===== src/rtl/core/i2c_seq_pkg.sv =====
package i2c_seq_pkg;

    // Controller events and host commands, carried in s_tuser
    typedef enum logic [2:0] {
        CMD_LOAD          = 3'd0,
        CMD_BEGIN         = 3'd1,
        CMD_START_SENT    = 3'd2,
        CMD_ADDR_SENT     = 3'd3,
        CMD_BYTE_RECEIVED = 3'd4,
        CMD_TX_EMPTY      = 3'd5
    } cmd_t;

    // ACK control codes in the result
    typedef enum logic [1:0] {
        ACK_NONE    = 2'd0,
        ACK_ENABLE  = 2'd1,
        ACK_DISABLE = 2'd2
    } ack_t;

    // Configuration register indexes
    typedef enum logic [1:0] {
        REG_DEVICE_ADDRESS = 2'd0,
        REG_WRITE_LENGTH   = 2'd1,
        REG_READ_LENGTH    = 2'd2,
        REG_TRANSFER_MODE  = 2'd3
    } cfg_reg_t;

    localparam int CFG_DATA_WIDTH = 8;
    localparam int INDEX_WIDTH    = 5;
    localparam logic [INDEX_WIDTH-1:0] INDEX_MAX = 5'd31;

    localparam int S_TDATA_WIDTH = 24;
    localparam int M_TDATA_WIDTH = 32;

    // One result item; tx_from_ram selects the buffer read data for tx_byte
    typedef struct packed {
        logic       tx_valid;
        logic       tx_from_ram;
        logic [7:0] tx_byte;
        ack_t       ack_ctrl;
        logic       stop_req;
        logic       start_req;
        logic       rx_valid;
        logic [3:0] rx_index;
        logic [7:0] rx_data;
    } result_t;

endpackage


===== src/rtl/core/i2c_seq_ram.sv =====
module i2c_seq_ram #(
    parameter int WIDTH      = 8,
    parameter int DEPTH      = 16,
    parameter int ADDR_WIDTH = $clog2(DEPTH)
) (
    input  logic                  clk,
    input  logic                  wr_en,
    input  logic [ADDR_WIDTH-1:0] wr_addr,
    input  logic [WIDTH-1:0]      wr_data,
    input  logic                  rd_en,
    input  logic [ADDR_WIDTH-1:0] rd_addr,
    output logic [WIDTH-1:0]      rd_data
);

    logic [WIDTH-1:0] mem [DEPTH];

    // Write port
    always_ff @(posedge clk)
    begin
        if (wr_en)
        begin
            mem[wr_addr] <= wr_data;
        end
    end

    // Registered read port; data holds until the next read
    always_ff @(posedge clk)
    begin
        if (rd_en)
        begin
            rd_data <= mem[rd_addr];
        end
    end

endmodule


===== src/rtl/core/i2c_master_transfer_sequencer_top.sv =====
// Channel  Direction  Transfer contents
// -------  ---------  --------------------------------------------------------
// s_*      in         one controller event or host command (cmd in tuser)
// m_*      out        one result: tx byte, ACK change, stop/start, rx store
// cfg_*    in         register write: device address, lengths, transfer mode
//
// Every event gives exactly one result; one event is taken each cycle unless
// m_tready holds the result back. An event passes an input register, then the
// result register, with the buffer RAM read registered alongside the result.
// The input register lets a new event in while a result waits on m_tready.
// rst_n clears the phase, byte index, configuration and pipeline valids; the
// data buffer is not cleared and must be loaded before it is sent.
module i2c_master_transfer_sequencer_top #(
    parameter int BUFFER_DEPTH = 16
) (
    input  logic                                 clk,
    input  logic                                 rst_n,

    input  logic                                 s_tvalid,
    output logic                                 s_tready,
    // [3:0] load_index, [11:4] load_byte, [19:12] rx_byte, [23:20] zero
    input  logic [i2c_seq_pkg::S_TDATA_WIDTH-1:0] s_tdata,
    // [2:0] cmd
    input  logic [2:0]                           s_tuser,

    output logic                                 m_tvalid,
    input  logic                                 m_tready,
    // [0] tx_valid, [8:1] tx_byte, [10:9] ack_ctrl, [11] stop_req,
    // [12] start_req, [13] rx_valid, [17:14] rx_index, [25:18] rx_data,
    // [31:26] zero
    output logic [i2c_seq_pkg::M_TDATA_WIDTH-1:0] m_tdata,

    input  logic                                 cfg_we,
    input  i2c_seq_pkg::cfg_reg_t                cfg_index,
    input  logic [i2c_seq_pkg::CFG_DATA_WIDTH-1:0] cfg_data
);

    import i2c_seq_pkg::*;

    localparam int AW = $clog2(BUFFER_DEPTH);

    // Configuration registers
    logic [7:0]             device_address_reg;
    logic [INDEX_WIDTH-1:0] write_length_reg;
    logic [INDEX_WIDTH-1:0] read_length_reg;
    logic                   transfer_mode_reg;

    // Sequencer state
    logic                   read_phase_reg;
    logic                   read_phase_next;
    logic [INDEX_WIDTH-1:0] byte_index_reg;
    logic [INDEX_WIDTH-1:0] byte_index_next;
    logic [INDEX_WIDTH-1:0] index_step;

    // Input stage
    logic       a_valid_reg;
    cmd_t       a_cmd_reg;
    logic [3:0] a_load_index_reg;
    logic [7:0] a_load_byte_reg;
    logic [7:0] a_rx_byte_reg;
    logic       a_move;
    logic       s_accept;

    // Result stage
    logic    b_valid_reg;
    result_t b_res_reg;
    result_t b_res_next;

    // Buffer RAM
    logic          ram_wr_en;
    logic [AW-1:0] ram_wr_addr;
    logic [7:0]    ram_wr_data;
    logic          ram_rd_en;
    logic [AW-1:0] ram_rd_addr;
    logic [7:0]    ram_rd_data;

    logic [7:0] tx_byte_out;
    logic       index_in_range;

    // Handshake: input moves when the result stage is free or draining
    assign a_move   = a_valid_reg && (!b_valid_reg || m_tready);
    assign s_tready = !a_valid_reg || a_move;
    assign s_accept = s_tvalid && s_tready;
    assign m_tvalid = b_valid_reg;

    // Configuration writes
    always_ff @(posedge clk or negedge rst_n)
    begin
        if (!rst_n)
        begin
            device_address_reg <= '0;
            write_length_reg   <= '0;
            read_length_reg    <= '0;
            transfer_mode_reg  <= 1'b0;
        end
        else if (cfg_we)
        begin
            unique case (cfg_index)
                REG_DEVICE_ADDRESS: device_address_reg <= cfg_data;
                REG_WRITE_LENGTH:   write_length_reg   <= cfg_data[INDEX_WIDTH-1:0];
                REG_READ_LENGTH:    read_length_reg    <= cfg_data[INDEX_WIDTH-1:0];
                REG_TRANSFER_MODE:  transfer_mode_reg  <= cfg_data[0];
                default:            ;
            endcase
        end
    end

    // Input register valid
    always_ff @(posedge clk or negedge rst_n)
    begin
        if (!rst_n)
        begin
            a_valid_reg <= 1'b0;
        end
        else if (s_accept)
        begin
            a_valid_reg <= 1'b1;
        end
        else if (a_move)
        begin
            a_valid_reg <= 1'b0;
        end
    end

    // Input register payload
    always_ff @(posedge clk)
    begin
        if (s_accept)
        begin
            a_cmd_reg        <= cmd_t'(s_tuser);
            a_load_index_reg <= s_tdata[3:0];
            a_load_byte_reg  <= s_tdata[11:4];
            a_rx_byte_reg    <= s_tdata[19:12];
        end
    end

    // Saturating byte index advance
    assign index_step     = (byte_index_reg < INDEX_MAX) ? byte_index_reg + 5'd1
                                                         : byte_index_reg;
    assign index_in_range = (32'(byte_index_reg) < BUFFER_DEPTH);

    // Decode the event in the input register into state, RAM access and result
    always_comb
    begin
        b_res_next      = '0;
        read_phase_next = read_phase_reg;
        byte_index_next = byte_index_reg;
        ram_wr_en       = 1'b0;
        ram_wr_addr     = AW'(byte_index_reg);
        ram_wr_data     = a_rx_byte_reg;
        ram_rd_en       = 1'b0;
        ram_rd_addr     = AW'(byte_index_reg);

        if (a_move)
        begin
            unique case (a_cmd_reg)
                CMD_LOAD:
                begin
                    if (32'(a_load_index_reg) < BUFFER_DEPTH)
                    begin
                        ram_wr_en   = 1'b1;
                        ram_wr_addr = AW'(a_load_index_reg);
                        ram_wr_data = a_load_byte_reg;
                    end
                end
                CMD_BEGIN:
                begin
                    read_phase_next = 1'b0;
                end
                CMD_START_SENT:
                begin
                    b_res_next.tx_valid = 1'b1;
                    b_res_next.tx_byte  = device_address_reg | {7'd0, read_phase_reg};
                end
                CMD_ADDR_SENT:
                begin
                    byte_index_next     = '0;
                    b_res_next.ack_ctrl = ACK_ENABLE;
                    if (!read_phase_reg)
                    begin
                        if (write_length_reg != '0)
                        begin
                            b_res_next.tx_valid    = 1'b1;
                            b_res_next.tx_from_ram = 1'b1;
                            ram_rd_en              = 1'b1;
                            ram_rd_addr            = '0;
                            byte_index_next        = 5'd1;
                        end
                    end
                    else if (read_length_reg == 5'd1)
                    begin
                        b_res_next.ack_ctrl = ACK_DISABLE;
                    end
                end
                CMD_BYTE_RECEIVED:
                begin
                    priority if (read_length_reg == 5'd1)
                    begin
                        b_res_next.stop_req = 1'b1;
                    end
                    else if (read_length_reg >= 5'd2 &&
                             byte_index_reg == read_length_reg - 5'd2)
                    begin
                        b_res_next.ack_ctrl = ACK_DISABLE;
                    end
                    else if (read_length_reg >= 5'd1 &&
                             byte_index_reg == read_length_reg - 5'd1)
                    begin
                        b_res_next.stop_req = 1'b1;
                    end
                    else
                    begin
                        // Middle byte or zero read length: no ACK or stop change
                        b_res_next.stop_req = 1'b0;
                    end
                    if (index_in_range)
                    begin
                        ram_wr_en           = 1'b1;
                        b_res_next.rx_valid = 1'b1;
                        b_res_next.rx_index = byte_index_reg[3:0];
                        b_res_next.rx_data  = a_rx_byte_reg;
                    end
                    byte_index_next = index_step;
                end
                CMD_TX_EMPTY:
                begin
                    priority if (byte_index_reg < write_length_reg)
                    begin
                        // Past the buffer end the byte is sent as zero
                        b_res_next.tx_valid    = 1'b1;
                        b_res_next.tx_from_ram = index_in_range;
                        ram_rd_en              = index_in_range;
                        byte_index_next        = index_step;
                    end
                    else if (!transfer_mode_reg)
                    begin
                        b_res_next.stop_req = 1'b1;
                    end
                    else
                    begin
                        read_phase_next      = 1'b1;
                        b_res_next.start_req = 1'b1;
                    end
                end
                default:
                begin
                    b_res_next = '0;
                end
            endcase
        end
    end

    // Sequencer state and result valid
    always_ff @(posedge clk or negedge rst_n)
    begin
        if (!rst_n)
        begin
            read_phase_reg <= 1'b0;
            byte_index_reg <= '0;
            b_valid_reg    <= 1'b0;
        end
        else
        begin
            read_phase_reg <= read_phase_next;
            byte_index_reg <= byte_index_next;
            if (a_move)
            begin
                b_valid_reg <= 1'b1;
            end
            else if (m_tready)
            begin
                b_valid_reg <= 1'b0;
            end
        end
    end

    // Result register payload
    always_ff @(posedge clk)
    begin
        if (a_move)
        begin
            b_res_reg <= b_res_next;
        end
    end

    i2c_seq_ram #(
        .WIDTH (8),
        .DEPTH (BUFFER_DEPTH)
    ) u_buffer (
        .clk     (clk),
        .wr_en   (ram_wr_en),
        .wr_addr (ram_wr_addr),
        .wr_data (ram_wr_data),
        .rd_en   (ram_rd_en),
        .rd_addr (ram_rd_addr),
        .rd_data (ram_rd_data)
    );

    // Pack the result; buffer bytes come straight from the RAM read register
    assign tx_byte_out = b_res_reg.tx_from_ram ? ram_rd_data : b_res_reg.tx_byte;

    assign m_tdata = {6'd0,
                      b_res_reg.rx_data,
                      b_res_reg.rx_index,
                      b_res_reg.rx_valid,
                      b_res_reg.start_req,
                      b_res_reg.stop_req,
                      b_res_reg.ack_ctrl,
                      tx_byte_out,
                      b_res_reg.tx_valid};

endmodule

===== config.mk =====
export PLATFORM = sky130hd
export DESIGN_NAME = i2c_master_transfer_sequencer_top
export DESIGN_NICKNAME = d
export VERILOG_FILES = /design/src/rtl/core/i2c_seq_pkg.sv /design/src/rtl/core/i2c_seq_ram.sv /design/src/rtl/core/i2c_master_transfer_sequencer_top.sv
export SDC_FILE = /design/constraint.sdc
export NUM_CORES = 1
export LEC_CHECK = 0
export BUFFER_PORTS_ARGS = -buffer_cell sky130_fd_sc_hd__buf_4
export CORE_UTILIZATION = 55
export CTS_CLUSTER_DIAMETER = 200
export DETAILED_ROUTE_END_ITERATION = 10
export MAX_ROUTING_LAYER = met4
export PLACE_DENSITY = 0.79
export SLEW_MARGIN = 20
export SYNTH_ARGS = -nofsm -noshare
export SYNTH_HDL_FRONTEND = slang
export SYNTH_SLANG_ARGS = --single-unit
export TNS_END_PERCENT = 30

===== constraint.sdc =====
create_clock -name clk -period 3.76 [get_ports clk]
set_clock_uncertainty 0.15 [all_clocks]
set_input_delay 0.752 -clock clk [delete_from_list [all_inputs] [get_ports clk]]
set_output_delay 0.752 -clock clk [all_outputs]
set_load 0.02 [all_outputs]

Word level (Yosys, flattened, before mapping)
Memory sizes are Yosys's and may differ from the RTL's. A register that Yosys moved wholly into a read port is not among the register bits.
Cells that the tools add are included.
Word-level totals
  register bits after elaboration: 77
  RAM bits: 128
  bits of input ports: 42
  output and inout bits: 34
  logic and storage cells: 118
  memories kept: 1
Memories
  u_buffer.mem: depth 16, bits a word 8, rd ports 1, clocked after memory_dff 1, wr ports 1, RTL line i2c_seq_ram.sv:15  | logic [WIDTH-1:0] mem [DEPTH];
Operators by class
  add/sub/neg operators: 3
  magnitude comparators: 5
  equal/unequal tests: 14
  multiplexer cells: 49
  bitwise operators: 2
  reduce and logical (&&, ||, !) cells: 23
Operator list (number)
  two-way mux 4 bit: 6
  two-way mux 8 bit: 3
  two-way mux 1 bit: 21
  two-way mux 2 bit: 8
  case mux 5 bit (3 select lines): 1
  two-way mux 13 bit: 1
  == test 5 bit: 2
  < comparator 5 bit (second input constant): 2
  two-way mux 5 bit: 2
  case mux 1 bit (2 select lines): 5
  AND reduction 2 bit: 5
  bitwise OR 8 x 1 -> 8 bit: 1
  == test 3 x 2 -> 1 bit (second input constant): 2
  == test 3 bit (second input constant): 2
  != test 2 bit (second input constant): 3
  nonzero test 2 bit: 3
  adder 5 x 1 -> 5 bit (second input constant): 1
  == test 5 x 1 -> 1 bit (second input constant): 1
  greater-or-equal comparator 5 x 1 -> 1 bit (second input constant): 1
  greater-or-equal comparator 5 x 2 -> 1 bit (second input constant): 1
  < comparator 5 bit: 1
  nonzero test 5 bit: 1
  subtractor 5 x 1 -> 5 bit (second input constant): 1
  subtractor 5 x 2 -> 5 bit (second input constant): 1
  15 further kinds: 21

Longest topological paths before layout
Gate-level depths: netlist (run 1).
  word-level depth: 7
  mapped depth: 7
  depth with buffers taken out: 7

Cells and area by module
Synthesis (run 1) repeated with hierarchy kept, for this count alone.
Unflattened totals
  cell total of the unflattened synthesis: 537
  area total of the unflattened synthesis: 9075.0 sq um
By module, submodules not included
  i2c_seq_ram: times used 1, cells an instance 229, area an instance 5227.5 sq um, sequential area each 4083.9 sq um
  i2c_master_transfer_sequencer_top: times used 1, cells an instance 308, area an instance 3847.4 sq um, sequential area each 2177.1 sq um

Worst setup path before layout (run 1)
OpenSTA, ideal clock, no wires.
  kind: in2reg
  from: in m_tready
  to: reg u_buffer.rd_data[0], read port of u_buffer.mem, enable pin
  library setup time: 0.398 ns
  arrival time: 2.255 ns
  data required time: 3.212 ns
  path slack: 0.957 ns
  stages on the path: 4
  path buffers: 1
  cell sequence: nand2b_1 > nand2_2 > clkbuf_1 > o41ai_1
On the way
  word-level cells in the longest chain between the ends: 3
  elaborated cells on any way between the ends: 4
  those cells by class: mux: 2; reduce/logical: 2
RTL lines
  from (decl): RTL line i2c_master_transfer_sequencer_top.sv:27  | input logic m_tready,
  logical OR 1 bit: RTL line i2c_master_transfer_sequencer_top.sv:81  | assign a_move = a_valid_reg && (!b_valid_reg || m_tready);
  logical AND 1 bit: RTL line i2c_master_transfer_sequencer_top.sv:81
  two-way mux 1 bit: RTL line i2c_master_transfer_sequencer_top.sv:154  | if (a_move)
  named net ram_rd_en: RTL line i2c_master_transfer_sequencer_top.sv:73  | logic ram_rd_en;
  to (decl): RTL line i2c_seq_ram.sv:12  | output logic [WIDTH-1:0] rd_data
The timed path passes the listed nets, and every way through them passes these cells.
A chain may end at the register's enable or synchronous reset.

Worst setup path in the final report (run 1)
  from: reg byte_index_reg[1]
  to: reg u_buffer.rd_data[7], read port of u_buffer.mem, enable pin
On the way
  word-level cells in the longest chain between the ends: 4
  elaborated cells on any way between the ends: 9
  those cells by class: order compare: 2; mux: 7
RTL lines
  from (decl): RTL line i2c_master_transfer_sequencer_top.sv:51  | logic [INDEX_WIDTH-1:0] byte_index_reg;
  from (signal assigned): RTL line i2c_master_transfer_sequencer_top.sv:265  | byte_index_reg <= byte_index_next;
  < comparator 5 bit (on tied branches): RTL line i2c_master_transfer_sequencer_top.sv:140, i2c_master_transfer_sequencer_top.sv:227
  two-way mux 1 bit *: RTL line i2c_master_transfer_sequencer_top.sv:227  | priority if (byte_index_reg < write_length_reg)
  case mux 1 bit (2 select lines) *: RTL line i2c_master_transfer_sequencer_top.sv:156  | unique case (a_cmd_reg)
  two-way mux 1 bit *: RTL line i2c_master_transfer_sequencer_top.sv:154
  named net ram_rd_en: RTL line i2c_master_transfer_sequencer_top.sv:73
The timed path passes the listed nets; every way through them passes the cells marked *.

==> summary.md, run 1 <==
| Metric | Value |
|---|---|
| Placed inst area | `between 0.01 and 0.015 mm2` |
| Crit path cell chain | `ha_1 -> a31oi_1 -> o21ai_1 -> o41ai_1 -> buf_4` |
| Required @ worst endpoint | `~3.8 ns` |
| Adder-Cell Fraction of Synth Area | `0.01318` |
| Power per Cell Area | `just under 600 mW/mm2` |
| Largest delay share family, worst path | `compound AO/OA/AOI/OAI gates` |
| Clock Tree Buf Depth | `3` |
| Slew Viols, Final | `0` |
| Leakage power | `between 3 and 4 nW` |
| #FFs+latches synth | `~210` |
| Synth Flop Type | `edfxtp_1` |
| Final instance area | `between 0.01 and 0.015 mm2` |
| Final Power | `6.488 mW` |
| Most common cell in the netlist | `edfxtp_1` |
| Setup TNS | `0 ns` |
| Synth top cells by count | `edfxtp_1 (186), o21ai_0 (54), nor2_1 (51)` |
| Ys Warns | `0` |
| CP Class | `flip-flop to flip-flop` |
| RSZ-0062 raised after global routing | `false` |
| Max-cap violations | `0` |
| Avg Inst Size Synth | `14.20 um2` |
| Pre-CTS WS | `a little under 1 ns` |
| Synth top area share | `0.5881` |
| Slack of the critical path | `approximately 1.0 ns` |
| Cell Area, Synth | `approximately 0.0095 mm2` |
| Largest net degree at the start of global routing | `71` |
| Antenna violations before repair | `0` |
| DRT antenna net count | `0` |
| Layout Utilization | `0.6516` |
| Main combinational cell family by area after synthesis | `compound AO/OA/AOI/OAI gates` |
| Area leader, netlist | `edfxtp_1` |
| Core Region | `around 0.017 mm2` |
| Maximum VDD drop | `between 0.4 and 0.5 mV` |
| Multi-input gate area in the final layout | `about 0.0029 mm2` |
| Worst EP arrival | `2.81 ns` |
| Final WL | `20490 um` |
| Proportion of synthesized area in mux cells | `0.09104` |
| DRC | `0` |
| Starting Density | `0.5686` |
| GRT Resource Usage Total | `0.2424` |
| Hold_buf cts | `0` |
| CP max stage cell | `dfrtp_1` |
| First-pass GRT wire length | `approximately 32000 um` |
| Netlist cell types | `62` |
| Grt ovf | `0` |
| Compound-Gate Fraction of Synth Area | `0.09750` |
| Initial DRC count | `a little under 900` |
| Final setup violation count | `0` |
| Worst skew pair latency | `around 0.51 ns` |
| Clk root buf | `clkbuf_16` |
| # IOs | `76` |
| Nets | `between 700 and 800` |
| Diode count | `0` |
| Setup bufs post-CTS | `0` |
| Final Hold Vio Count | `0` |
| CTS tree | `built` |
| Reg clk slew, reported paths | `approximately 0.070 ns` |
| FILL cells | `around 1200` |
| Tightest Pin Transition | `approximately 1.1 ns` |
| Via Count | `about 6000` |
| CP max stage delay | `about 0.76 ns` |
| Number of enable flip-flop cells after synthesis | `approximately 190` |
| HP Class | `input port to asynchronous set/reset pin` |
| Buffers on Ports | `65` |
| Register area share after synthesis | `0.6593` |
| Synth Instances | `approximately 670` |
| Worst Path Buf+Inv | `1` |
| CTS H-tree lvls | `1` |
| Number of CTS-inserted buffers | `22` |
| Max reg flops | `128` |
| Simple-gate share of the synthesized area | `0.09183` |
| Die footprint | `between 0.015 and 0.02 mm2` |
| Crit share post-route | `0.7295` |
| Finished Layout Cells | `a little under 1000` |
| Vias per inst | `6.185` |
| Share of cells above drive strength 1 | `0.2550` |
| Die X | `roughly 130 um` |
| Die Y | `roughly 130 um` |
| Drt wl/cell | `21.14 um` |
| Area contributors post-synth | `edfxtp_1 (59%), dfrtp_1 (7.1%), mux2_2 (5.1%)` |
| Routability Congestion | `between 0.8 and 0.9` |
| Final worst path period need | `between 2 and 3 ns` |
| CP Launch Type | `flip-flop` |
| Drt pass-1 iters | `5` |
| PostCTS Resize Cnt | `0` |
| Num Clock Sinks | `213` |
| Rel. slew slack | `0.2910` |
| Vias in the first global route | `5962` |
| Asr flop ratio synth | `0.1268` |
| CP max FO | `15` |
| Hold WS | `0.003426 ns` |
| Cell count after placement | `between 900 and 1000` |
| DPL Wire Length | `around 14000 um` |
| FMAX | `364.6 MHz` |
| Syn-to-layout area delta | `14.60%` |
| Post-Synth XOR/XNOR Area | `0.006456` |
| Seq. cell area | `between 0.006 and 0.007 mm2` |
| Status | `completed` |
| Row count | `47` |
| Worst setup EP type | `flip-flop` |
[power breakdown]
group          switching (mW)  internal (mW)
Sequential              0.138           2.73
Clock                   0.851           1.32
Combinational           0.852          0.597
[final timing paths]
path | slack (ns) | from | to | cells after the start
worst max register to register | 1.02 | byte_index_reg[1] | u_buffer.rd_data[7] | 5
worst max-delay path | 1.02 | byte_index_reg[1] | u_buffer.rd_data[7] | 5
worst min-delay path | 0.003 | rst_n | m_tvalid | 1
worst min register to register | 0.35 | device_address_reg[4] | device_address_reg[4] | 1
min in group clk | 0.27 | s_tuser[1] | a_cmd_reg[1] | 1
max in group asynchronous | 3.16 | rst_n | byte_index_reg[0] | 1
[area by class of cell]
cell class              count  share of cell area
flip-flops and latches    213              0.5754
multi-input cells         391              0.2639
repair buffers             90             0.06323
clock buffers              27             0.05427
well taps                 220             0.02529
clock inverters            12             0.01242
inverters                  16            0.005519
[cells by family after synthesis]
logic type | Yosys count
compound gates | 145
flops | 213
fa+ha+maj | 10
other cells | 1
simple gates | 162
xor+xnor | 7
buf+inv | 70
mux | 61
[cells in the final DEF, fill, tap and decap left out, types with 8 or more instances in the layout]
| master | Yosys | final |
|---|---|---|
| nor3_1 | 9 | 9 |
| nand4_1 | 8 | 8 |
| ha_1 | 10 | 10 |
| a22oi_1 | 10 | 10 |
| nand3_1 | 17 | 17 |
| and2_1 | 18 | 18 |
| o211ai_1 | 9 | 9 |
| inv_1 | 16 | 16 |
| buf_4 | 25 | 89 |
| nand2_1 | 10 | 10 |
| a31oi_1 | 15 | 15 |
| mux4_2 | 16 | 16 |
| edfxtp_1 | 186 | 186 |
| a21oi_1 | 13 | 13 |
| nor2_1 | 51 | 51 |
| nand2b_1 | 9 | 9 |
| or3_1 | 9 | 9 |
| o22ai_1 | 9 | 9 |
| o21ai_0 | 54 | 54 |
| dfrtp_1 | 27 | 26 |
| mux2_2 | 43 | 43 |
| clkbuf_16 | 0 | 23 |
[routing by layer]
metal  GRT usage  vias to the layer above  share of wire
met3     0.03767                       44          0.090
met1      0.3227                     2919           0.39
li1            -                     2684              -
met4     0.08902                        0          0.033
met5           -                        -              0
met2      0.3805                      346           0.48
Note: power is estimated with default switching activity, not from simulation.
==> run 2: changes to the inputs <==
--- a/config.mk
+++ b/config.mk
@@ -5,6 +5,7 @@
 export SDC_FILE = /design/constraint.sdc
 export NUM_CORES = 1
 export LEC_CHECK = 0
+export ABC_AREA = 1
 export BUFFER_PORTS_ARGS = -buffer_cell sky130_fd_sc_hd__buf_4
 export CORE_UTILIZATION = 55
 export CTS_CLUSTER_DIAMETER = 200
==> constraint.sdc (replaced) <==
create_clock -name clk -period 2.7 [get_ports clk]
set_clock_uncertainty 0.15 [all_clocks]
set_input_delay 0.54 -clock clk [delete_from_list [all_inputs] [get_ports clk]]
set_output_delay 0.54 -clock clk [all_outputs]
set_load 0.02 [all_outputs]
==> summary.md, run 2 <==
| Metric | Value |
|---|---|
| Status | `completed` |
| HP Class | `input port to flip-flop` |
| Clock Tree Buf Depth | `3` |
| Grt ovf | `0` |
| RSZ-0062 raised after global routing | `false` |
| Die Y | `about 130 um` |
| Number of CTS-inserted buffers | `22` |
| Main combinational cell family by area after synthesis | `simple AND/OR/NAND/NOR gates` |
| Commonest cells after routing, fill and taps aside | `edfxtp_1 (186), nand3_1 (157), inv_1 (129), nand2_1 (104), buf_4 (103)` |
| CP max FO | `9` |
| Final WL | `slightly above 20000 um` |
| Proportion of synthesized area in mux cells | `0.009377` |
| Simple-gate share of the synthesized area | `0.1922` |
| Share of cells above drive strength 1 | `0.1967` |
| Final worst path period need | `around 2.5 ns` |
| Final Hold Vio Count | `0` |
| Asr flop ratio synth | `0.1268` |
| Num Clock Sinks | `213` |
| #FFs+latches synth | `approximately 210` |
| Reg clk slew, reported paths | `~0.06 ns` |
| Netlist cell types | `30` |
| Nets | `about 1000` |
| Rel. slew slack | `0.5890` |
| Maximum VDD drop | `0.7303 mV` |
| Die footprint | `0.01800 mm2` |
| Drt wl/cell | `17.12 um` |
| Register area share after synthesis | `0.6517` |
| CP Launch Type | `flip-flop` |
| Power per Cell Area | `796.8 mW/mm2` |
| CTS tree | `built` |
| Synth Instances | `just under 900` |
| Placed inst area | `approximately 0.010 mm2` |
| Buffers on Ports | `65` |
| DRC | `0` |
| R2r startpoint | `a_cmd_reg[1]` |
| Hold Path Depth | `1` |
| Via Count | `between 6000 and 7000` |
| Starting Density | `0.5712` |
| Worst skew pair latency | `between 0.5 and 0.6 ns` |
| Leakage power | `around 4.7 nW` |
| Reg2reg setup slack | `between 0.2 and 0.25 ns` |
| Cell Area, Synth | `about 0.0096 mm2` |
| Worst EP arrival | `2.49 ns` |
| R2R cell count | `6` |
| Vias per inst | `between 5 and 6` |
| Row count | `47` |
| CP Class | `flip-flop to flip-flop` |
| Setup bufs post-CTS | `0` |
| Worst setup EP type | `flip-flop` |
| Tightest Pin Transition | `0.6138 ns` |
| Initial DRC count | `around 700` |
| Diode count | `0` |
| Synth top cells by count | `edfxtp_1 (186), nand3_1 (158), inv_1 (129)` |
| Final setup violation count | `0` |
| First-pass GRT wire length | `between 30000 and 40000 um` |
| Compound-Gate Fraction of Synth Area | `0.03425` |
| DPL Wire Length | `13500 um` |
| Required @ worst endpoint | `around 2.7 ns` |
| Die X | `about 130 um` |
| Crit path from | `a_cmd_reg[1]` |
| CTS H-tree lvls | `1` |
| Antenna violations before repair | `0` |
| Number of enable flip-flop cells after synthesis | `between 150 and 200` |
| Area contributors post-synth | `edfxtp_1 (58%), nand3_1 (8.2%), dfrtp_1 (7.0%)` |
| DRT antenna net count | `0` |
| Largest net degree at the start of global routing | `between 90 and 100` |
| Syn-to-layout area delta | `16.55%` |
| # IOs | `76` |
| Synth top area share | `0.5814` |
| Ys Warns | `0` |
| Post-Synth XOR/XNOR Area | `0.01276` |
| Adder-Cell Fraction of Synth Area | `0.01302` |
| Area leader, netlist | `edfxtp_1` |
| Avg Inst Size Synth | `approximately 11 um2` |
| Max-cap violations | `0` |
| Hold_sp | `s_tdata[15]` |
| Routability Congestion | `about 0.85` |
| Synth Flop Type | `edfxtp_1` |
| FMAX | `400.7 MHz` |
| Layout Utilization | `0.6657` |
| Final instance area | `0.01120 mm2` |
| Max reg flops | `~130` |
| Vias in the first global route | `approximately 6300` |
| Slew Viols, Final | `0` |
| Drt pass-1 iters | `5` |
| Crit share post-route | `0.9243` |
| Commonest non-fill, non-tap cell in the layout | `edfxtp_1` |
| Clk root buf | `clkbuf_16` |
| Core Region | `between 0.015 and 0.02 mm2` |
| GRT Resource Usage Total | `0.2446` |
| Most common cell in the netlist | `edfxtp_1` |
run 2: cell types whose count changed in the layout (fill, tap and decap cells not counted), moves of 16 or more:
cell | previous run | this run
nand3_1 | 17 | 157
or2_2 | 2 | 25
o21ai_0 | 54 | 28
inv_1 | 16 | 129
nand2_1 | 10 | 104
mux4_2 | 16 | 0
mux2_2 | 43 | 8
and2_1 | 18 | 0
run 2: cells by family (layout without fill, tap and decap cells):
| logic type | after synthesis | count (layout) |
|---|---|---|
| simple gates | 395 | 395 |
| flops | 213 | 213 |
| buf+inv | 191 | 278 |
| compound gates | 57 | 57 |
| xor+xnor | 14 | 14 |
| fa+ha+maj | 10 | 10 |
| mux | 8 | 8 |
| other cells | 1 | 6 |
run 2: worst max-delay path: stages, from the launching register on:
cell and delay (ns):
edfxtp_1 0.46, nor2_1 0.23, nand3_2 0.21, o21ai_0 0.36
nand3_1 0.14, buf_4 0.19, nor2_2 0.37
run 2: path summary, 6_finish.rpt:
kind	endpoint
setup / recovery	u_buffer.mem[12][0]
hold / removal	a_rx_byte_reg[3]
setup reg to reg	u_buffer.mem[12][0]
hold reg to reg	device_address_reg[3]
max in group asynchronous	byte_index_reg[0]
min in group asynchronous	write_length_reg[1]
run 2: repair_timing:
action                     4_1_cts  5_1_grt
setup endpoints to repair        0        8
hold buffers                     1        0
resized for setup                0        1
hold endpoints to repair        27        0
run 2: layer usage:
metal | wire length [um] | global-route usage
met1 | 8320 | 0.3258
met3 | 1739 | 0.03553
met2 | 9961 | 0.3843
met5 | 0 | -
met4 | 544 | 0.09114
run 2: where the power goes:
group | switching (mW) | internal, mW | total (mW)
registers | 0.107 | 3.82 | 3.93
clock network | 1.19 | 1.71 | 2.90
logic | 1.35 | 0.748 | 2.10
total | 2.65 | 6.27 | 8.92
run 2: metrics by stage:
step / TNS (ns) / cells / worst slack (ns) / hold slack [ns] / power, mW
floorplan: -22.55 / 894 / -0.1130 / 0.09441 / 5.412
global placement: 0 / 1160 / 0.09840 / 0.3173 / 5.989
detailed placement: 0 / 1160 / 0.04064 / 0.3260 / 6.052
CTS: 0 / 1201 / 0.2168 / 0.04330 / 8.936
global route: 0 / 1201 / 0.05541 / 0.04162 / 9.311
finish: 0 / 1201 / 0.2045 / 0.05240 / 8.921
run 2: layout make-up:
| class | instances | area, um2 |
|---|---|---|
| Timing Repair Buffer | 108 | 863.3 |
| Inverter | 130 | 488.0 |
| Tap cell | 220 | 275.3 |
| Sequential cell | 213 | 6262 |
| Fill cell | 1260 | 5622 |
| Multi-Input combinational cell | 490 | 2616 |
| Clock buffer | 37 | 679.4 |
| Clock inverter | 3 | 12.51 |
